===== src/hdl/mcst_pkg.sv =====
// Shared types and constants of the multi-channel software timer.
`default_nettype none
package mcst_pkg;

	localparam int unsigned PADDR_W = 3;

	localparam logic [2:0] KIND_CREATE = 3'd0;
	localparam logic [2:0] KIND_START  = 3'd1;
	localparam logic [2:0] KIND_STOP   = 3'd2;
	localparam logic [2:0] KIND_DELETE = 3'd3;
	localparam logic [2:0] KIND_TICK   = 3'd4;
	localparam logic [2:0] KIND_TIME   = 3'd5;

	localparam logic [15:0] TICK_STEP_RESET = 16'd10;
	localparam logic        REG_TICK_STEP   = 1'b0;

	typedef enum logic [1:0] {
		CH_UNUSED    = 2'd0,
		CH_STOPPED   = 2'd1,
		CH_RUNNING   = 2'd2,
		CH_COMPLETED = 2'd3
	} chan_state_t;

	typedef struct packed {
		logic [31:0] expiry;
		logic [31:0] period;
		logic        mode;
		chan_state_t st;
	} entry_t;

	localparam entry_t ENTRY_RESET = '{expiry: 32'd0, period: 32'd0, mode: 1'b0, st: CH_UNUSED};

	typedef enum logic [1:0] {
		ST_IDLE,
		ST_OP,
		ST_SCAN,
		ST_FIN
	} fsm_t;

	// result payload handed to the output register
	typedef struct packed {
		logic       ok;
		logic       fired;
		logic [2:0] fired_id;
		logic       last;
	} res_t;

endpackage
`default_nettype wire


===== src/hdl/mcst_mem.sv =====
// Channel table memory: one write port, one registered read port, per-entry valid bits.
`default_nettype none
module mcst_mem #(
	parameter int DEPTH = 8,
	parameter int AW    = 3
) (
	input  wire logic            clk,
	input  wire logic            arst_n,
	input  wire logic            rd_en,
	input  wire logic [AW-1:0]   rd_addr,
	output mcst_pkg::entry_t     rd_data,
	input  wire logic            wr_en,
	input  wire logic [AW-1:0]   wr_addr,
	input  mcst_pkg::entry_t     wr_data
);
	import mcst_pkg::*;

	entry_t           mem [DEPTH];
	entry_t           rdata_q;
	logic [DEPTH-1:0] vld_q;
	logic             rvld_q;

	always_ff @(posedge clk) begin
		if (wr_en) begin
			mem[wr_addr] <= wr_data;
		end
		if (rd_en) begin
			rdata_q <= mem[rd_addr];
		end
	end

	always_ff @(posedge clk or negedge arst_n) begin
		if (!arst_n) begin
			vld_q  <= '0;
			rvld_q <= 1'b0;
		end else begin
			if (wr_en) begin
				vld_q[wr_addr] <= 1'b1;
			end
			if (rd_en) begin
				rvld_q <= vld_q[rd_addr];
			end
		end
	end

	// never-written entries read as their reset value
	assign rd_data = rvld_q ? rdata_q : ENTRY_RESET;

endmodule
`default_nettype wire


===== src/hdl/mcst_cfg.sv =====
// APB register block holding the tick step.
`default_nettype none
module mcst_cfg (
	input  wire logic                        clk,
	input  wire logic                        arst_n,
	input  wire logic                        psel,
	input  wire logic                        penable,
	input  wire logic                        pwrite,
	input  wire logic [mcst_pkg::PADDR_W-1:0] paddr,
	input  wire logic [31:0]                 pwdata,
	output logic      [31:0]                 prdata,
	output logic                             pready,
	output logic      [15:0]                 tick_step
);
	import mcst_pkg::*;

	logic [15:0] tick_step_q;
	logic        sel_step;

	assign sel_step = (paddr[PADDR_W-1] == REG_TICK_STEP) && (paddr[1:0] == 2'b00);

	always_ff @(posedge clk or negedge arst_n) begin
		if (!arst_n) begin
			tick_step_q <= TICK_STEP_RESET;
		end else if (psel && penable && pwrite && sel_step) begin
			tick_step_q <= pwdata[15:0];
		end
	end

	assign pready    = 1'b1;
	assign prdata    = sel_step ? {16'd0, tick_step_q} : 32'd0;
	assign tick_step = tick_step_q;

endmodule
`default_nettype wire


===== src/hdl/mcst_ctrl.sv =====
// Sequencer: read-modify-write of channel entries, tick scan and output register.
`default_nettype none
module mcst_ctrl #(
	parameter int CHANNELS = 8,
	parameter int AW       = 3
) (
	input  wire logic          clk,
	input  wire logic          arst_n,
	input  wire logic          in_valid,
	output logic               in_stall,
	input  wire logic [2:0]    kind,
	input  wire logic [2:0]    timer_id,
	input  wire logic [31:0]   period,
	input  wire logic          periodic,
	input  wire logic [15:0]   tick_step,
	output logic               rd_en,
	output logic [AW-1:0]      rd_addr,
	input  mcst_pkg::entry_t   rd_data,
	output logic               wr_en,
	output logic [AW-1:0]      wr_addr,
	output mcst_pkg::entry_t   wr_data,
	output logic               out_valid,
	input  wire logic          out_stall,
	output logic               ok,
	output logic               fired,
	output logic [2:0]         fired_id,
	output logic [31:0]        time_now,
	output logic               last
);
	import mcst_pkg::*;

	localparam logic [6:0]    CH_N     = 7'(CHANNELS);
	localparam logic [AW-1:0] LAST_IDX = AW'(CHANNELS - 1);

	fsm_t          state_q, state_d;
	logic [2:0]    kind_q;
	logic [2:0]    id_q;
	logic [31:0]   per_q;
	logic          mode_q;
	logic [31:0]   time_q;
	logic [AW-1:0] idx_q;
	logic          pend_q;
	logic [2:0]    pend_id_q;
	logic          out_valid_q;
	res_t          res_q;
	logic [31:0]   time_out_q;

	logic          acc;
	logic          slot_free;
	logic          in_id_ok;
	logic          id_ok;
	logic [31:0]   diff;
	logic          hit;
	logic          adv;
	logic          op_ok;
	logic          op_wr;
	entry_t        op_data;
	entry_t        scan_data;
	logic          emit;
	res_t          res_c;

	assign in_stall  = (state_q != ST_IDLE);
	assign acc       = in_valid && !in_stall;
	assign slot_free = !out_valid_q || !out_stall;
	assign in_id_ok  = {4'd0, timer_id} < CH_N;
	assign id_ok     = {4'd0, id_q} < CH_N;

	// wrap-aware expiry: reached when time - expiry lies in the lower half
	assign diff = time_q - rd_data.expiry;
	assign hit  = (rd_data.st == CH_RUNNING) && !diff[31];
	assign adv  = !(hit && pend_q && !slot_free);

	// single-channel operations
	always_comb begin
		op_ok   = 1'b0;
		op_wr   = 1'b0;
		op_data = rd_data;
		unique case (kind_q)
			KIND_CREATE: begin
				if (id_ok) begin
					op_ok   = 1'b1;
					op_wr   = 1'b1;
					op_data = '{expiry: 32'd0, period: per_q, mode: mode_q, st: CH_STOPPED};
				end
			end
			KIND_START: begin
				if (id_ok && rd_data.st != CH_UNUSED) begin
					op_ok          = 1'b1;
					op_wr          = 1'b1;
					op_data.st     = CH_RUNNING;
					op_data.expiry = time_q + rd_data.period;
				end
			end
			KIND_STOP: begin
				if (id_ok && rd_data.st == CH_RUNNING) begin
					op_ok      = 1'b1;
					op_wr      = 1'b1;
					op_data.st = CH_STOPPED;
				end
			end
			KIND_DELETE: begin
				if (id_ok) begin
					op_ok          = 1'b1;
					op_wr          = 1'b1;
					op_data.st     = CH_UNUSED;
					op_data.expiry = 32'd0;
					op_data.mode   = 1'b0;
				end
			end
			KIND_TIME: begin
				op_ok = 1'b1;
			end
			default: begin
				op_ok = 1'b0;
			end
		endcase
	end

	always_comb begin
		scan_data = rd_data;
		if (rd_data.mode) begin
			scan_data.expiry = time_q + rd_data.period;
		end else begin
			scan_data.st = CH_COMPLETED;
		end
	end

	// next state
	always_comb begin
		state_d = state_q;
		unique case (state_q)
			ST_IDLE: begin
				if (acc) begin
					state_d = (kind == KIND_TICK) ? ST_SCAN : ST_OP;
				end
			end
			ST_OP: begin
				if (slot_free) begin
					state_d = ST_IDLE;
				end
			end
			ST_SCAN: begin
				if (adv && idx_q == LAST_IDX) begin
					state_d = ST_FIN;
				end
			end
			ST_FIN: begin
				if (slot_free) begin
					state_d = ST_IDLE;
				end
			end
			default: state_d = ST_IDLE;
		endcase
	end

	// memory access and result selection
	always_comb begin
		rd_en   = 1'b0;
		rd_addr = '0;
		wr_en   = 1'b0;
		wr_addr = '0;
		wr_data = op_data;
		emit    = 1'b0;
		res_c   = '{ok: 1'b1, fired: 1'b0, fired_id: 3'd0, last: 1'b1};
		unique case (state_q)
			ST_IDLE: begin
				rd_en = acc;
				if (kind != KIND_TICK && in_id_ok) begin
					rd_addr = AW'(timer_id);
				end
			end
			ST_OP: begin
				if (slot_free) begin
					emit     = 1'b1;
					res_c.ok = op_ok;
					wr_en    = op_wr;
					wr_addr  = AW'(id_q);
				end
			end
			ST_SCAN: begin
				if (adv) begin
					wr_en   = hit;
					wr_addr = idx_q;
					wr_data = scan_data;
					if (hit && pend_q) begin
						// an earlier hit goes out now that a later one exists
						emit  = 1'b1;
						res_c = '{ok: 1'b1, fired: 1'b1, fired_id: pend_id_q, last: 1'b0};
					end
					if (idx_q != LAST_IDX) begin
						rd_en   = 1'b1;
						rd_addr = idx_q + AW'(1);
					end
				end
			end
			ST_FIN: begin
				if (slot_free) begin
					emit = 1'b1;
					if (pend_q) begin
						res_c = '{ok: 1'b1, fired: 1'b1, fired_id: pend_id_q, last: 1'b1};
					end
				end
			end
			default: begin
				emit = 1'b0;
			end
		endcase
	end

	always_ff @(posedge clk or negedge arst_n) begin
		if (!arst_n) begin
			state_q     <= ST_IDLE;
			time_q      <= 32'd0;
			idx_q       <= '0;
			pend_q      <= 1'b0;
			out_valid_q <= 1'b0;
		end else begin
			state_q <= state_d;
			if (acc && kind == KIND_TICK) begin
				time_q <= time_q + {16'd0, tick_step};
				idx_q  <= '0;
				pend_q <= 1'b0;
			end else if (state_q == ST_SCAN && adv) begin
				if (idx_q != LAST_IDX) begin
					idx_q <= idx_q + AW'(1);
				end
				if (hit) begin
					pend_q <= 1'b1;
				end
			end
			if (emit) begin
				out_valid_q <= 1'b1;
			end else if (!out_stall) begin
				out_valid_q <= 1'b0;
			end
		end
	end

	always_ff @(posedge clk) begin
		if (acc) begin
			kind_q <= kind;
			id_q   <= timer_id;
			per_q  <= period;
			mode_q <= periodic;
		end
		if (state_q == ST_SCAN && adv && hit) begin
			pend_id_q <= 3'(idx_q);
		end
		if (emit) begin
			res_q      <= res_c;
			time_out_q <= time_q;
		end
	end

	assign out_valid = out_valid_q;
	assign ok        = res_q.ok;
	assign fired     = res_q.fired;
	assign fired_id  = res_q.fired_id;
	assign last      = res_q.last;
	assign time_now  = time_out_q;

endmodule
`default_nettype wire


===== src/hdl/multi_channel_software_timer.sv =====
// Top level of the multi-channel software timer.
// Input channel (in_valid/in_stall) takes one item: kind, timer_id, period, periodic.
// Output channel (out_valid/out_stall) returns results: ok, fired, fired_id, time_now, last;
// last marks the final result of an item.
// Create, start, stop, delete and read-time give one result: a table read,
// then write-back with the result register loaded.
// A tick scans every channel, one table entry per cycle while the scan is not paused,
// giving one result per expired channel in id order, or one result if none expired.
// One item is in flight at a time; in_stall is high from acceptance until the
// item's last result is loaded into the output register.
// A stalled receiver holds the output register; the scan pauses when a further
// result is ready and the register is still occupied.
// Reset clears the time counter, the output valid flag and the table's valid bits;
// unwritten channels read as unused with zero expiry, period and mode.
// tick_step sits at APB address 0 and resets to 10.
`default_nettype none
module multi_channel_software_timer #(
	parameter int CHANNELS = 8
) (
	input  wire logic                         clk,
	input  wire logic                         arst_n,
	input  wire logic                         in_valid,
	output logic                              in_stall,
	input  wire logic [2:0]                   kind,
	input  wire logic [2:0]                   timer_id,
	input  wire logic [31:0]                  period,
	input  wire logic                         periodic,
	output logic                              out_valid,
	input  wire logic                         out_stall,
	output logic                              ok,
	output logic                              fired,
	output logic [2:0]                        fired_id,
	output logic [31:0]                       time_now,
	output logic                              last,
	input  wire logic                         psel,
	input  wire logic                         penable,
	input  wire logic                         pwrite,
	input  wire logic [mcst_pkg::PADDR_W-1:0] paddr,
	input  wire logic [31:0]                  pwdata,
	output logic      [31:0]                  prdata,
	output logic                              pready
);
	import mcst_pkg::*;

	localparam int AW = (CHANNELS > 1) ? $clog2(CHANNELS) : 1;

	logic [15:0]   tick_step;
	logic          rd_en;
	logic [AW-1:0] rd_addr;
	entry_t        rd_data;
	logic          wr_en;
	logic [AW-1:0] wr_addr;
	entry_t        wr_data;

	mcst_cfg u_cfg (
		.clk       (clk),
		.arst_n    (arst_n),
		.psel      (psel),
		.penable   (penable),
		.pwrite    (pwrite),
		.paddr     (paddr),
		.pwdata    (pwdata),
		.prdata    (prdata),
		.pready    (pready),
		.tick_step (tick_step)
	);

	mcst_mem #(
		.DEPTH (CHANNELS),
		.AW    (AW)
	) u_mem (
		.clk     (clk),
		.arst_n  (arst_n),
		.rd_en   (rd_en),
		.rd_addr (rd_addr),
		.rd_data (rd_data),
		.wr_en   (wr_en),
		.wr_addr (wr_addr),
		.wr_data (wr_data)
	);

	mcst_ctrl #(
		.CHANNELS (CHANNELS),
		.AW       (AW)
	) u_ctrl (
		.clk       (clk),
		.arst_n    (arst_n),
		.in_valid  (in_valid),
		.in_stall  (in_stall),
		.kind      (kind),
		.timer_id  (timer_id),
		.period    (period),
		.periodic  (periodic),
		.tick_step (tick_step),
		.rd_en     (rd_en),
		.rd_addr   (rd_addr),
		.rd_data   (rd_data),
		.wr_en     (wr_en),
		.wr_addr   (wr_addr),
		.wr_data   (wr_data),
		.out_valid (out_valid),
		.out_stall (out_stall),
		.ok        (ok),
		.fired     (fired),
		.fired_id  (fired_id),
		.time_now  (time_now),
		.last      (last)
	);

endmodule
`default_nettype wire


===== config.mk =====
export PLATFORM = sky130hd
export DESIGN_NAME = multi_channel_software_timer
export DESIGN_NICKNAME = d
export VERILOG_FILES = /design/src/hdl/mcst_pkg.sv /design/src/hdl/mcst_mem.sv /design/src/hdl/mcst_cfg.sv /design/src/hdl/mcst_ctrl.sv /design/src/hdl/multi_channel_software_timer.sv
export SDC_FILE = /design/constraint.sdc
export NUM_CORES = 1
export LEC_CHECK = 0
export BUFFER_PORTS_ARGS = -buffer_cell sky130_fd_sc_hd__buf_2
export CORE_MARGIN = 4
export CORE_UTILIZATION = 55
export DETAILED_ROUTE_END_ITERATION = 8
export MAX_ROUTING_LAYER = met4
export PLACE_DENSITY = 0.77
export SLEW_MARGIN = 30
export SYNTH_ARGS = -nofsm -noshare
export SYNTH_HDL_FRONTEND = slang
export SYNTH_SLANG_ARGS = --single-unit

===== constraint.sdc =====
create_clock -name clk -period 12.5 [get_ports clk]
set_input_delay 1.25 -clock clk [delete_from_list [all_inputs] [get_ports clk]]
set_output_delay 1.25 -clock clk [all_outputs]
set_load 0.005 [all_outputs]

## Word-level counts from Yosys, hierarchy flattened

Memory sizes are Yosys's and may differ from the RTL's. A register that Yosys moved wholly into a read port is not among the register bits.
Index checks and enable logic that the tools add are counted.

- Register bits after elaboration: 144
- RAM bits: 536
- Output and inout bits: 73
- Memories: 1

- Add/sub/neg operators: 4
- $lt $le $gt $ge: 3
- Eq/ne operators: 16
- Multiplexer cells: 60
- Bitwise gates (word level): 2
- Reduce and logical (&&, ||, !) cells: 34

Memories:

| memory | depth | width | rd ports | clocked after memory_dff | write ports | RTL line | source |
|---|---|---|---|---|---|---|---|
| u_mem.mem | 8 | 67 | 1 | 1 | 1 | mcst_mem.sv:18 | `entry_t mem [DEPTH];` |

Operators by type and width:

| kind | number |
|---|---|
| $mux 67 | 3 |
| $mux 32 | 3 |
| $pmux 32 s2 | 1 |
| $add 32x16->32 | 1 |
| $add 32x32->32 | 1 |
| $sub 32x32->32 | 1 |
| $mux 3 | 8 |
| $mux 1 | 19 |
| $mux 16 | 1 |
| $mux 5 | 3 |
| $mux 2 | 7 |
| $logic_and 1x1->1 | 13 |
| $pmux 3 s2 | 2 |
| $pmux 5 s2 | 1 |
| $reduce_bool 2->1 | 5 |
| $eq 3x3->1 const B | 3 |
| $pmux 1 s3 | 3 |
| $lt 3x4->1 const B | 2 |
| $ne 2x1->1 const B | 4 |
| $or 8x8->8 | 1 |
| $pmux 1 s2 | 4 |
| $pmux 2 s4 | 1 |
| $eq 2x2->1 const B | 3 |
| $eq 3x2->1 const B | 2 |
| 18 further kinds | 27 |

## Depth between registers and ports, before layout

Gate-level depths: netlist of run 1.

- Depth in word-level cells: 13
- Mapped depth: 18
- Mapped depth without buffers: 13

## Modules after synthesis

A second synthesis of run 1 with hierarchy kept.

- Cell total of the unflattened synthesis: 1853
- Area, all modules: 32188.4 sq um

Modules (own cells, without submodules):

| module | instances | cells an instance | area each (sq um) | sequential area each (sq um) |
|---|---|---|---|---|
| mcst_mem | 1 | 954 | 23000.8 | 18332.6 |
| mcst_ctrl | 1 | 827 | 8318.0 | 3378.2 |
| mcst_cfg | 1 | 72 | 869.6 | 402.9 |

## Worst setup path after synthesis of run 1

OpenSTA, ideal clock, no wires.

- Path type: register to register
- Start: reg u_mem.rvld_q
- End: mem u_mem.mem[4][0] (netlist bit), enable pin
- Setup time: 576 ps
- Arrival: 8519 ps
- Required time: 11924 ps
- Path slack: 3405 ps
- Stages on the path, launching flop included: 15
- Path through: dfrtp_1 > clkbuf_1 > clkbuf_1 > buf_1 > nand2_1 > ha_1 > a21oi_1 > o21ai_1 > a2111oi_2 > a31oi_1 > or3_1 > a2111oi_0 > o21ai_0 > or2_1 > nor3_1

- Word-level cells in the longest chain between the ends: 10

RTL lines:

| element | RTL line | source |
|---|---|---|
| from (decl) | mcst_mem.sv:21 | `logic rvld_q;` |
| from (signal assigned) | mcst_mem.sv:41 | `rvld_q <= vld_q[rd_addr];` |
| $mux 67 (*) | mcst_mem.sv:47 | `assign rd_data = rvld_q ? rdata_q : ENTRY_RESET;` |
| $sub 32x32->32 | mcst_ctrl.sv:69 | `assign diff = time_q - rd_data.expiry;` |
| $logic_not 1->1 | mcst_ctrl.sv:70 | `assign hit = (rd_data.st == CH_RUNNING) && !diff[31];` |
| $logic_and 1x1->1 | mcst_ctrl.sv:70 |  |
| $logic_and 1x1->1 (2 in a row) | mcst_ctrl.sv:71 | `assign adv = !(hit && pend_q && !slot_free);` |
| $mux 1 | mcst_ctrl.sv:181 | `if (adv) begin` |
| $pmux 1 s2 | mcst_ctrl.sv:165 | `unique case (state_q)` |
| $mux 1 | mcst_mem.sv:24 | `if (wr_en) begin` |
| $mux 1 (not written as such) | mcst_mem.sv:25 | `mem[wr_addr] <= wr_data;` |
| to (decl) | mcst_mem.sv:18 |  |

Mark *: on every way between the ends. The rest lies on a longest branch, timed or not.

## Final worst setup path of run 1

- Start: reg u_mem.rvld_q
- End: reg u_mem.rdata_q[64] (netlist name)

- Word-level cells in the longest chain between the ends: 8

RTL lines:

| element | RTL line |
|---|---|
| $mux 67 (*) | mcst_mem.sv:47 |
| $sub 32x32->32 | mcst_ctrl.sv:69 |
| $logic_not 1->1 | mcst_ctrl.sv:70 |
| $logic_and 1x1->1 (*) | mcst_ctrl.sv:70 |
| $logic_and 1x1->1 (*) (2 in a row) | mcst_ctrl.sv:71 |
| $mux 3 or $mux 1 (tied branches) | mcst_ctrl.sv:181 |
| $pmux 3 s2 or $pmux 1 s2 (tied branches) | mcst_ctrl.sv:165 |

Marked as above.
A chain may end at the register's enable or synchronous reset.

==> results_dict.tcl, run 1 <==
set metrics [dict create \
    outcome "complete, no violations" \
    n_fill_cell 4226 \
    synth_edf_count 683 \
    ys_warn_count 0 \
    diodes 0 \
    clkTransAtPathRegs_ns 0.06 \
    crit_required_ns 12.87 \
    start_util_pct 55.7 \
    clock_latency_ns 0.64 \
    postPlaceCellArea_mm2 0.0345 \
    routedWlPerCell_um 23.3 \
    firstDrtPassIters 5 \
    cts_resized 0 \
    drc 0 \
    fp-row-count 89 \
    async_reset_ff_share_pct 8.57 \
    cts_buffers 75 \
    mostFrequentLayoutCell "edfxtp_1" \
    fp.coreArea_mm2 0.0592 \
    drive_gt1_share_pct 17.7 \
    grt_setup_unrepaired "false" \
    p_sw_share_pct 33.2 \
    gp_congestion 0.935 \
    via_count 18500 \
    min_period_ns 7.08 \
    grt_pass1_vias 18900 \
    fin_crit_sh_pct 56.6 \
    routed_via_density 6.00 \
    finalHoldViolations 0 \
    ys_seq_area_share_pct 67.0 \
    final_cell_mix "edfxtp_1, mux2i_1, buf_2, mux2_2, nand2_1" \
    grt_overflow_total 0 \
    hold_class "reg -> reg" \
    fin_ws_ns 5.42 \
    ir_drop_mv 0.131 \
    grt_util_met1_pct 31.3 \
    grt_pass1_wl_um 110000 \
    p_per_area_mw_per_mm2 241 \
    design_area_mm2 0.0370 \
    hpwl_um 43400 \
    syn_avg_cell_area_um2 15.7 \
    post-synth-top-area-cell "edfxtp_1" \
    setup_tns_ns 0 \
    slew_viol_final 0 \
    p_int_w 0.00595 \
    postCtsSetupBuffers 0 \
    p_sw_w 0.00295 \
    track_usage_pct 23.2 \
    worst_ep_arrival_time_ns 7.45 \
    use_met3_pct 2.71 \
    port_buffers 120 \
    root_buffer "clkbuf_16" \
    htree_levels 3 \
    yosys_register_bits 747 \
    dieArea_mm2 0.0640 \
    cts.sinks 747 \
    crit_fanout 136 \
    endpoint_kind "register" \
    route.antenna.remaining_nets 0 \
    drt_iter0_markers 1568 \
    synth_cells 2109 \
    pwr-share-comb_pct 33.3 \
    grt_max_degree 137 \
    die_y_um 253 \
    grt_util_met2_pct 37.0 \
    cts.path.max_buffers 3 \
    grt_antenna_before_repair 0 \
    nNetsFinal 2422 \
    synth_area_mm2 0.0330 \
    ios 154 \
    clkPwrFrac_pct 24.8 \
    clock.fmax_mhz 141 \
    synth_cell_types 70 \
    wl_um 72000 \
    finClkSkew_ns 0.0406 \
    p_seq_share_pct 42.0 \
    busiest_layer "met2" \
    place_ws_ns 5.48 \
    power.leakage_nw 15.2 \
    die_w_um 253 \
    critPathKind "reg -> reg" \
    yosysTopAreaCellShare_pct 62.1 \
    finalSetupViolations 0 \
    area_delta_synth_final_pct 12.0 \
    synth.area.top_cells "edfxtp_1, mux2i_1, dfrtp_1" \
    maxCapViolCount 0 \
    synth_ff_type "edfxtp_1" \
    cts_tree "built" \
    worstSetupStartpointType "register" \
    tightest_slew_ns 1.01 \
    cts_hold_buffers 0 \
    slew_headroom_pct 32.8 \
]
==> routing by layer <==
layer	up-vias	wire length (µm)	share of wire [%]
met2	719	34900	49
met3	145	4320	6.0
met1	9274	30500	42
met5	-	0	0
met4	0	2270	3.1
li1	8407	-	-
==> synth_stat cells, types with 25 or more instances <==
master and n:
o21ai_0 66, clkbuf_1 29, and2_1 57, edfxtp_1 683, xnor2_1 37, buf_2 26, nor2_1 48, a21oi_1 78
mux2_2 117, mux2i_1 403, nand3_1 25, dfrtp_1 62, nand2_1 94, ha_1 83
==> per-stage QoR <==
stage / utilization [%] / std cells / hold slack [ns] / total power (W)
2_1_floorplan: - / 2124 / 0.426 / 0.00591
3_3_place_gp: 58.0 / 2945 / 0.448 / 0.00656
3_5_place_dp: 58.3 / 2951 / 0.454 / 0.00670
4_1_cts: 62.4 / 3090 / 0.472 / 0.00893
5_1_grt: 62.4 / 3091 / 0.491 / 0.00935
6_report: 62.4 / 3091 / 0.472 / 0.00891
==> power groups by stage <==
stage	combinational [W]	clock, W	sequential (W)
2_1_floorplan	0.00219	0	0.00372
3_3_place_gp	0.00279	0	0.00377
3_5_place_dp	0.00292	0	0.00378
4_1_cts	0.00295	0.00225	0.00373
5_1_grt	0.00323	0.00235	0.00376
6_report	0.00296	0.00221	0.00374
==> sequential cells by signal, summed over array words and instances, names as in the netlist, 8 cells and up <==
signal	flops
u_mem.rdata_q	67
u_ctrl.time_q	32
u_mem.vld_q	8
u_cfg.tick_step	16
u_ctrl.time_now	32
u_ctrl.per_q	32
u_mem.mem	536
==> path summary, 6_finish.rpt <==
check                                           startpoint                              to  slack (ns)  depth (start not counted)
worst max-delay path              u_mem.rvld_q$_DFFE_PN0P_     u_mem.rdata_q[64]$_DFFE_PP_        5.42                         15
worst min-delay path            u_mem.vld_q[1]$_DFFE_PN0P_      u_mem.vld_q[1]$_DFFE_PN0P_        0.47                          1
worst max register to register    u_mem.rvld_q$_DFFE_PN0P_     u_mem.rdata_q[64]$_DFFE_PP_        5.42                         15
worst min register to register  u_mem.vld_q[1]$_DFFE_PN0P_      u_mem.vld_q[1]$_DFFE_PN0P_        0.47                          1
max in group asynchronous                           arst_n        u_mem.rvld_q$_DFFE_PN0P_       11.24                          2
min in group asynchronous                           arst_n  u_cfg.tick_step[5]$_DFFE_PN0P_        0.72                          2
==> logic make-up (layout without fill, tap and decap cells) <==
group	count (synthesis)	after routing	share of synthesized area, %
flops	747	747	67.0
mux	520	520	16.2
simple gates	303	303	4.61
compound gates	276	276	5.28
buf+inv	122	316	2.20
fa+ha+maj	85	85	3.27
xor+xnor	54	54	1.43
other cells	2	17	0.0227
==> critical path, stage by stage, from the launching register on <==
cell,delay [ns]
dfrtp_2,0.89
buf_4,0.66
nand2_1,0.16
ha_1,0.36
nand4_1,0.17
nor4_2,0.65
o211ai_1,0.18
a31oi_1,0.44
or3_4,0.25
a41o_4,0.38
o31a_2,0.21
buf_4,0.75
buf_12,0.79
mux2i_1,0.32
mux2i_1,0.14
mux2_2,0.29
==> layout make-up <==
| cell class | count | area, µm² | share of cell area (%) |
|---|---|---|---|
| clock buffers | 98 | 2000 | 5.42 |
| inverters | 21 | 78.8 | 0.213 |
| multi-input cells | 1255 | 10300 | 28.0 |
| repair buffers | 156 | 1030 | 2.78 |
| well taps | 773 | 967 | 2.62 |
| clock inverters | 41 | 440 | 1.19 |
| flip-flops and latches | 747 | 22100 | 59.8 |
Note: power is estimated with default switching activity, not from simulation.
==> run 2, diff against run 1 <==
- clock period: 12.5 -> 6.8 ns (I/O delays scaled with it)
==> run 2 against run 1 <==
- hold slack worse by 0.30 ns
- count of clock-buffer cells in the layout is 5 lower
- cell area up 0.66%
- die area did not move
- combinational power is 88% higher
- core utilization grew 0.41 points
- sequential share of layout area is 0.39 points lower
- setup slack worse by 3.9 ns
- largest power group unchanged
==> results_dict.tcl, run 2 (synthesized netlist as in run 1, its figures left out) <==
set metrics [dict create \
    final_cells 3109 \
    ff2ff_path_depth 14 \
    fin_crit_sh_pct 77.8 \
    final_cell_mix "edfxtp_1, mux2i_1, buf_2, mux2_2, nand2_1" \
    n_fill_cell 4165 \
    timing.rr.end "u_mem.mem[4][44]$_DFFE_PP_" \
    path_buf_inv 3 \
    route.antenna.remaining_nets 0 \
    r2r-start "u_mem.rvld_q$_DFFE_PN0P_" \
    grt_pass1_wl_um 108000 \
    cts_tree "built" \
    cp.depth 14 \
    via_count 18400 \
    htree_levels 3 \
    cp_slowest_stage_delay_ns 0.82 \
    drc 0 \
    reg.largest.list "u_mem.mem: 536 flops, u_mem.rdata_q: 67 flops" \
    top_register "u_mem.mem" \
    dieArea_mm2 0.0640 \
    slew_headroom_pct 38.3 \
    slowest_stage "o32ai_1" \
    die_y_um 253 \
    finClkSkew_ns 0.0276 \
    routed_via_density 5.93 \
    firstDrtPassIters 6 \
    maxCapViolCount 0 \
    mostFrequentLayoutCell "edfxtp_1" \
    placed_cells 2973 \
    cts.sinks 747 \
    largest_reg_flops 536 \
    grt_pass1_vias 18600 \
    crit_start "u_mem.rvld_q$_DFFE_PN0P_" \
    power.leakage_nw 15.4 \
    endpoint_kind "register" \
    cts.path.max_buffers 3 \
    postCtsSetupBuffers 0 \
    crit_required_ns 7.07 \
    finish.utilization_pct 62.8 \
    p_total_w 0.0165 \
    ir_drop_mv 0.307 \
    area_delta_synth_final_pct 12.8 \
    ios 154 \
    hpwl_um 43500 \
    hold_class "in -> async" \
    grt_setup_unrepaired "false" \
    outcome "complete, no violations" \
    worst_ep_arrival_time_ns 5.56 \
    start_util_pct 55.7 \
    track_usage_pct 22.7 \
    diodes 0 \
    path_cells "buf_12 > nand2_1 > ha_1 > nand2_1 > nor4_1 > buf_4 > o211ai_1 > a31oi_1 > o21ai_1 > a41o_4 > nor2_1 > nor2_1 > buf_4 > o32ai_1" \
    tightest_slew_ns 0.916 \
    crit_fanout 69 \
    gp_congestion 0.907 \
    crit_path_end "u_mem.mem[4][44]$_DFFE_PP_" \
    grt_overflow_total 0 \
    cts_buffers 75 \
    clkTransAtPathRegs_ns 0.06 \
    setup_tns_ns 0 \
    clock.fmax_mhz 189 \
    min_period_ns 5.29 \
    root_buffer "clkbuf_16" \
    finalHoldViolations 0 \
    nNetsFinal 2443 \
    rrSetupSlack_ns 1.51 \
    cts_resized 0 \
    p_per_area_mw_per_mm2 443 \
    port_buffers 120 \
    die_w_um 253 \
    grt_max_degree 85 \
    drt_iter0_markers 1558 \
    clock_latency_ns 0.61 \
    seq_area_mm2 0.0221 \
    fp-row-count 89 \
    routedWlPerCell_um 22.9 \
    wl_um 71100 \
    worstSetupStartpointType "register" \
    grt_antenna_before_repair 0 \
    multi_input_area_mm2 0.0103 \
    fp.coreArea_mm2 0.0592 \
    finalSetupViolations 0 \
    cts_hold_buffers 0 \
    crit_family "compound AO/OA/AOI/OAI gates" \
    critPathKind "reg -> reg" \
    drive_gt1_share_pct 18.5 \
    slew_viol_final 0 \
]
-- run 2: worst min path at each step --
| stage | slack, ns | depth (start not counted) | to |
|---|---|---|---|
| final | 0.17 | 2 | u_cfg.tick_step[15]$_DFFE_PN0P_ |
| after floorplan | 0.38 | 0 | u_cfg.tick_step[0]$_DFFE_PN0P_ |
| after CTS | 0.21 | 1 | u_ctrl.per_q[14]$_DFFE_PP_ |
| after detailed placement | 0.45 | 1 | u_mem.vld_q[0]$_DFFE_PN0P_ |
| after global placement | 0.45 | 1 | u_mem.vld_q[6]$_DFFE_PN0P_ |
| after global routing | 0.23 | 1 | u_ctrl.per_q[10]$_DFFE_PP_ |
-- run 2: cell type report --
class                   instances  share of cell area, %
clock inverters                43                   1.26
repair buffers                177                   3.45
inverters                      21                  0.212
flip-flops and latches        747                   59.4
multi-input cells            1255                   27.8
well taps                     773                   2.60
clock buffers                  93                   5.28
-- run 2: report_power, final --
group	leakage (nW)	total [W]	internal, W	switching [W]
Clock	1.17	0.00407	0.00237	0.00170
Sequential	7.10	0.00684	0.00649	0.000349
Combinational	7.09	0.00557	0.00222	0.00336
-- run 2: metrics by stage --
stage               worst slack, ns  hold slack, ns  cell area [µm²]
finish                         1.51           0.174            37200
detailed placement             1.63           0.452            34800
floorplan                    -0.474           0.384            33100
CTS                            1.55           0.214            37200
global route                   1.12           0.227            37200
global placement               1.71           0.447            34800
-- run 2: worst register-to-register path, delay by kind of cell, from the launching register on --
kind            cells  cell delay [ns]
compound gates      5             1.94
simple gates        5             1.18
buf+inv             3             0.87
flops               1             0.62
fa+ha+maj           1             0.33
-- run 2: routing by layer --
layer  wire, µm  track usage [%]  part of all wire (%)
met4       2190             8.15                   3.1
met5          0                -                     0
met2      34800             36.7                    49
met1      30100             30.1                    42
met3       4030             2.88                   5.7
==> run 3, diff against run 2 <==
- clock period: 6.8 -> 5.1 ns (I/O delays scaled with it)
==> run 3 against run 2 <==
- register-to-register slack got worse by 1.3 ns
- clock power rose by 33%
- count of clock-buffer cells in the layout up 3
- critical endpoint is now u_mem.mem[0][65]$_DFFE_PP_
- first-iteration DRC count increased by 10%
- core utilization increased by 1.4 points
==> results_dict.tcl, run 3 (synthesized netlist as in run 1, its figures left out) <==
set metrics [dict create \
    ir_drop_mv 0.372 \
    diodes 0 \
    root_buffer "clkbuf_16" \
    clock.fmax_mhz 206 \
    die_y_um 253 \
    largest_reg_flops 536 \
    gp_congestion 0.916 \
    wl_met2_um 36400 \
    rrSetupSlack_ns 0.25 \
    crit_fanout 24 \
    cts_resized 0 \
    postCtsSetupBuffers 0 \
    drive_gt1_share_pct 20.4 \
    grt_overflow_total 0 \
    reg.largest.list "u_mem.mem: 536 flops, u_mem.rdata_q: 67 flops" \
    slew_viol_final 0 \
    top_layer_used "met4" \
    setup_tns_ns 0 \
    clkTransAtPathRegs_ns 0.06 \
    outcome "complete, no violations" \
    track_usage_pct 23.8 \
    hold_class "in -> async" \
    cts.sinks 747 \
    wl_um 74100 \
    grt_pass1_vias 19300 \
    mostFrequentLayoutCell "edfxtp_1" \
    worstSetupStartpointType "register" \
    timing.rr.end "u_mem.mem[0][65]$_DFFE_PP_" \
    ios 154 \
    drt_iter0_markers 1721 \
    drc 0 \
    crit_required_ns 5.40 \
    cts.path.max_buffers 3 \
    finalHoldViolations 0 \
    finClkSkew_ns 0.0294 \
    cts_hold_buffers 0 \
    htree_levels 3 \
    ff2ff_path_depth 13 \
    firstDrtPassIters 7 \
    grt_antenna_before_repair 2 \
    grt_setup_unrepaired "false" \
    hpwl_um 47700 \
    grt_pass1_wl_um 113000 \
    grt_max_degree 70 \
    fp-row-count 89 \
    route.antenna.remaining_nets 0 \
    min_period_ns 4.85 \
    port_buffers 120 \
    fin_crit_sh_pct 95.0 \
    power.leakage_nw 15.8 \
    wl_met1_um 31100 \
    cts_buffers 75 \
    start_util_pct 55.7 \
    routedWlPerCell_um 23.4 \
    area_delta_synth_final_pct 15.3 \
    die_w_um 253 \
    crit_start "u_mem.rvld_q$_DFFE_PN0P_" \
    p_per_area_mw_per_mm2 587 \
    finalSetupViolations 0 \
    routed_via_density 5.96 \
    wl_met3_um 4420 \
    cts_tree "built" \
    top_register "u_mem.mem" \
    final_cell_mix "edfxtp_1, mux2i_1, buf_2, mux2_2, nand2_1" \
    r2r-start "u_mem.rvld_q$_DFFE_PN0P_" \
    worst_ep_arrival_time_ns 5.14 \
    via_count 18800 \
    finish.utilization_pct 64.3 \
    fp.coreArea_mm2 0.0592 \
    clock_latency_ns 0.62 \
    dieArea_mm2 0.0640 \
    nNetsFinal 2496 \
    maxCapViolCount 0 \
    endpoint_kind "register" \
    slew_headroom_pct 36.4 \
    critPathKind "reg -> reg" \
    tightest_slew_ns 0.944 \
]
## run 3: worst max-delay path, cell delays in order, from the launching register on
cell and delay, ns:
dfrtp_2 0.60, buf_4 0.32, nand2_1 0.12, ha_1 0.31, a21oi_1 0.16, o21ai_0 0.18
a221oi_1 0.34, o21ai_1 0.24, or3_4 0.45, a41oi_2 0.40, buf_4 0.36, o21ai_1 0.19
buf_4 0.22, o22ai_1 0.62
## run 3: worst max path at each step
stage / to / slack (ns) / cells after the start
6_report: u_mem.mem[0][65]$_DFFE_PP_ / 0.25 / 13
5_1_grt: u_mem.mem[1][65]$_DFFE_PP_ / 0.09 / 14
4_1_cts: u_mem.mem[3][51]$_DFFE_PP_ / 0.19 / 13
3_5_place_dp: u_mem.mem[5][51]$_DFFE_PP_ / 0.19 / 13
3_3_place_gp: u_mem.mem[4][51]$_DFFE_PP_ / 0.40 / 13
2_1_floorplan: u_mem.mem[4][0]$_DFFE_PP_ / 0.03 / 15
## run 3: routing by layer
metal / track usage [%] / vias up
li1: - / 8564
met1: 31.3 / 9439
met2: 38.9 / 694
met3: 3.17 / 142
met4: 8.13 / 0
met5: - / -
## run 3: cell type report
cell class	instances	area [µm²]
sequential	747	22100
fill	4142	21200
multi-input combinational	1255	10400
timing repair buffer	230	2110
clock buffer	96	2010
tap	773	967
clock inverter	40	415
inverter	21	78.8
## run 3: per-stage QoR
stage	worst slack, ns	cells	instance area [µm²]	hold WS [ns]	total power [W]
after floorplan	0.0334	2124	33200	0.214	0.0145
after global placement	0.405	3026	35700	0.442	0.0166
after detailed placement	0.192	3026	35700	0.456	0.0169
after CTS	0.185	3162	38100	0.0244	0.0224
after global routing	0.0908	3162	38100	0.0557	0.0234
final	0.255	3162	38100	0.0334	0.0224
## run 3: power breakdown
part	internal, W	switching (W)
clock network	0.00315	0.00226
logic	0.00321	0.00461
registers	0.00865	0.000476
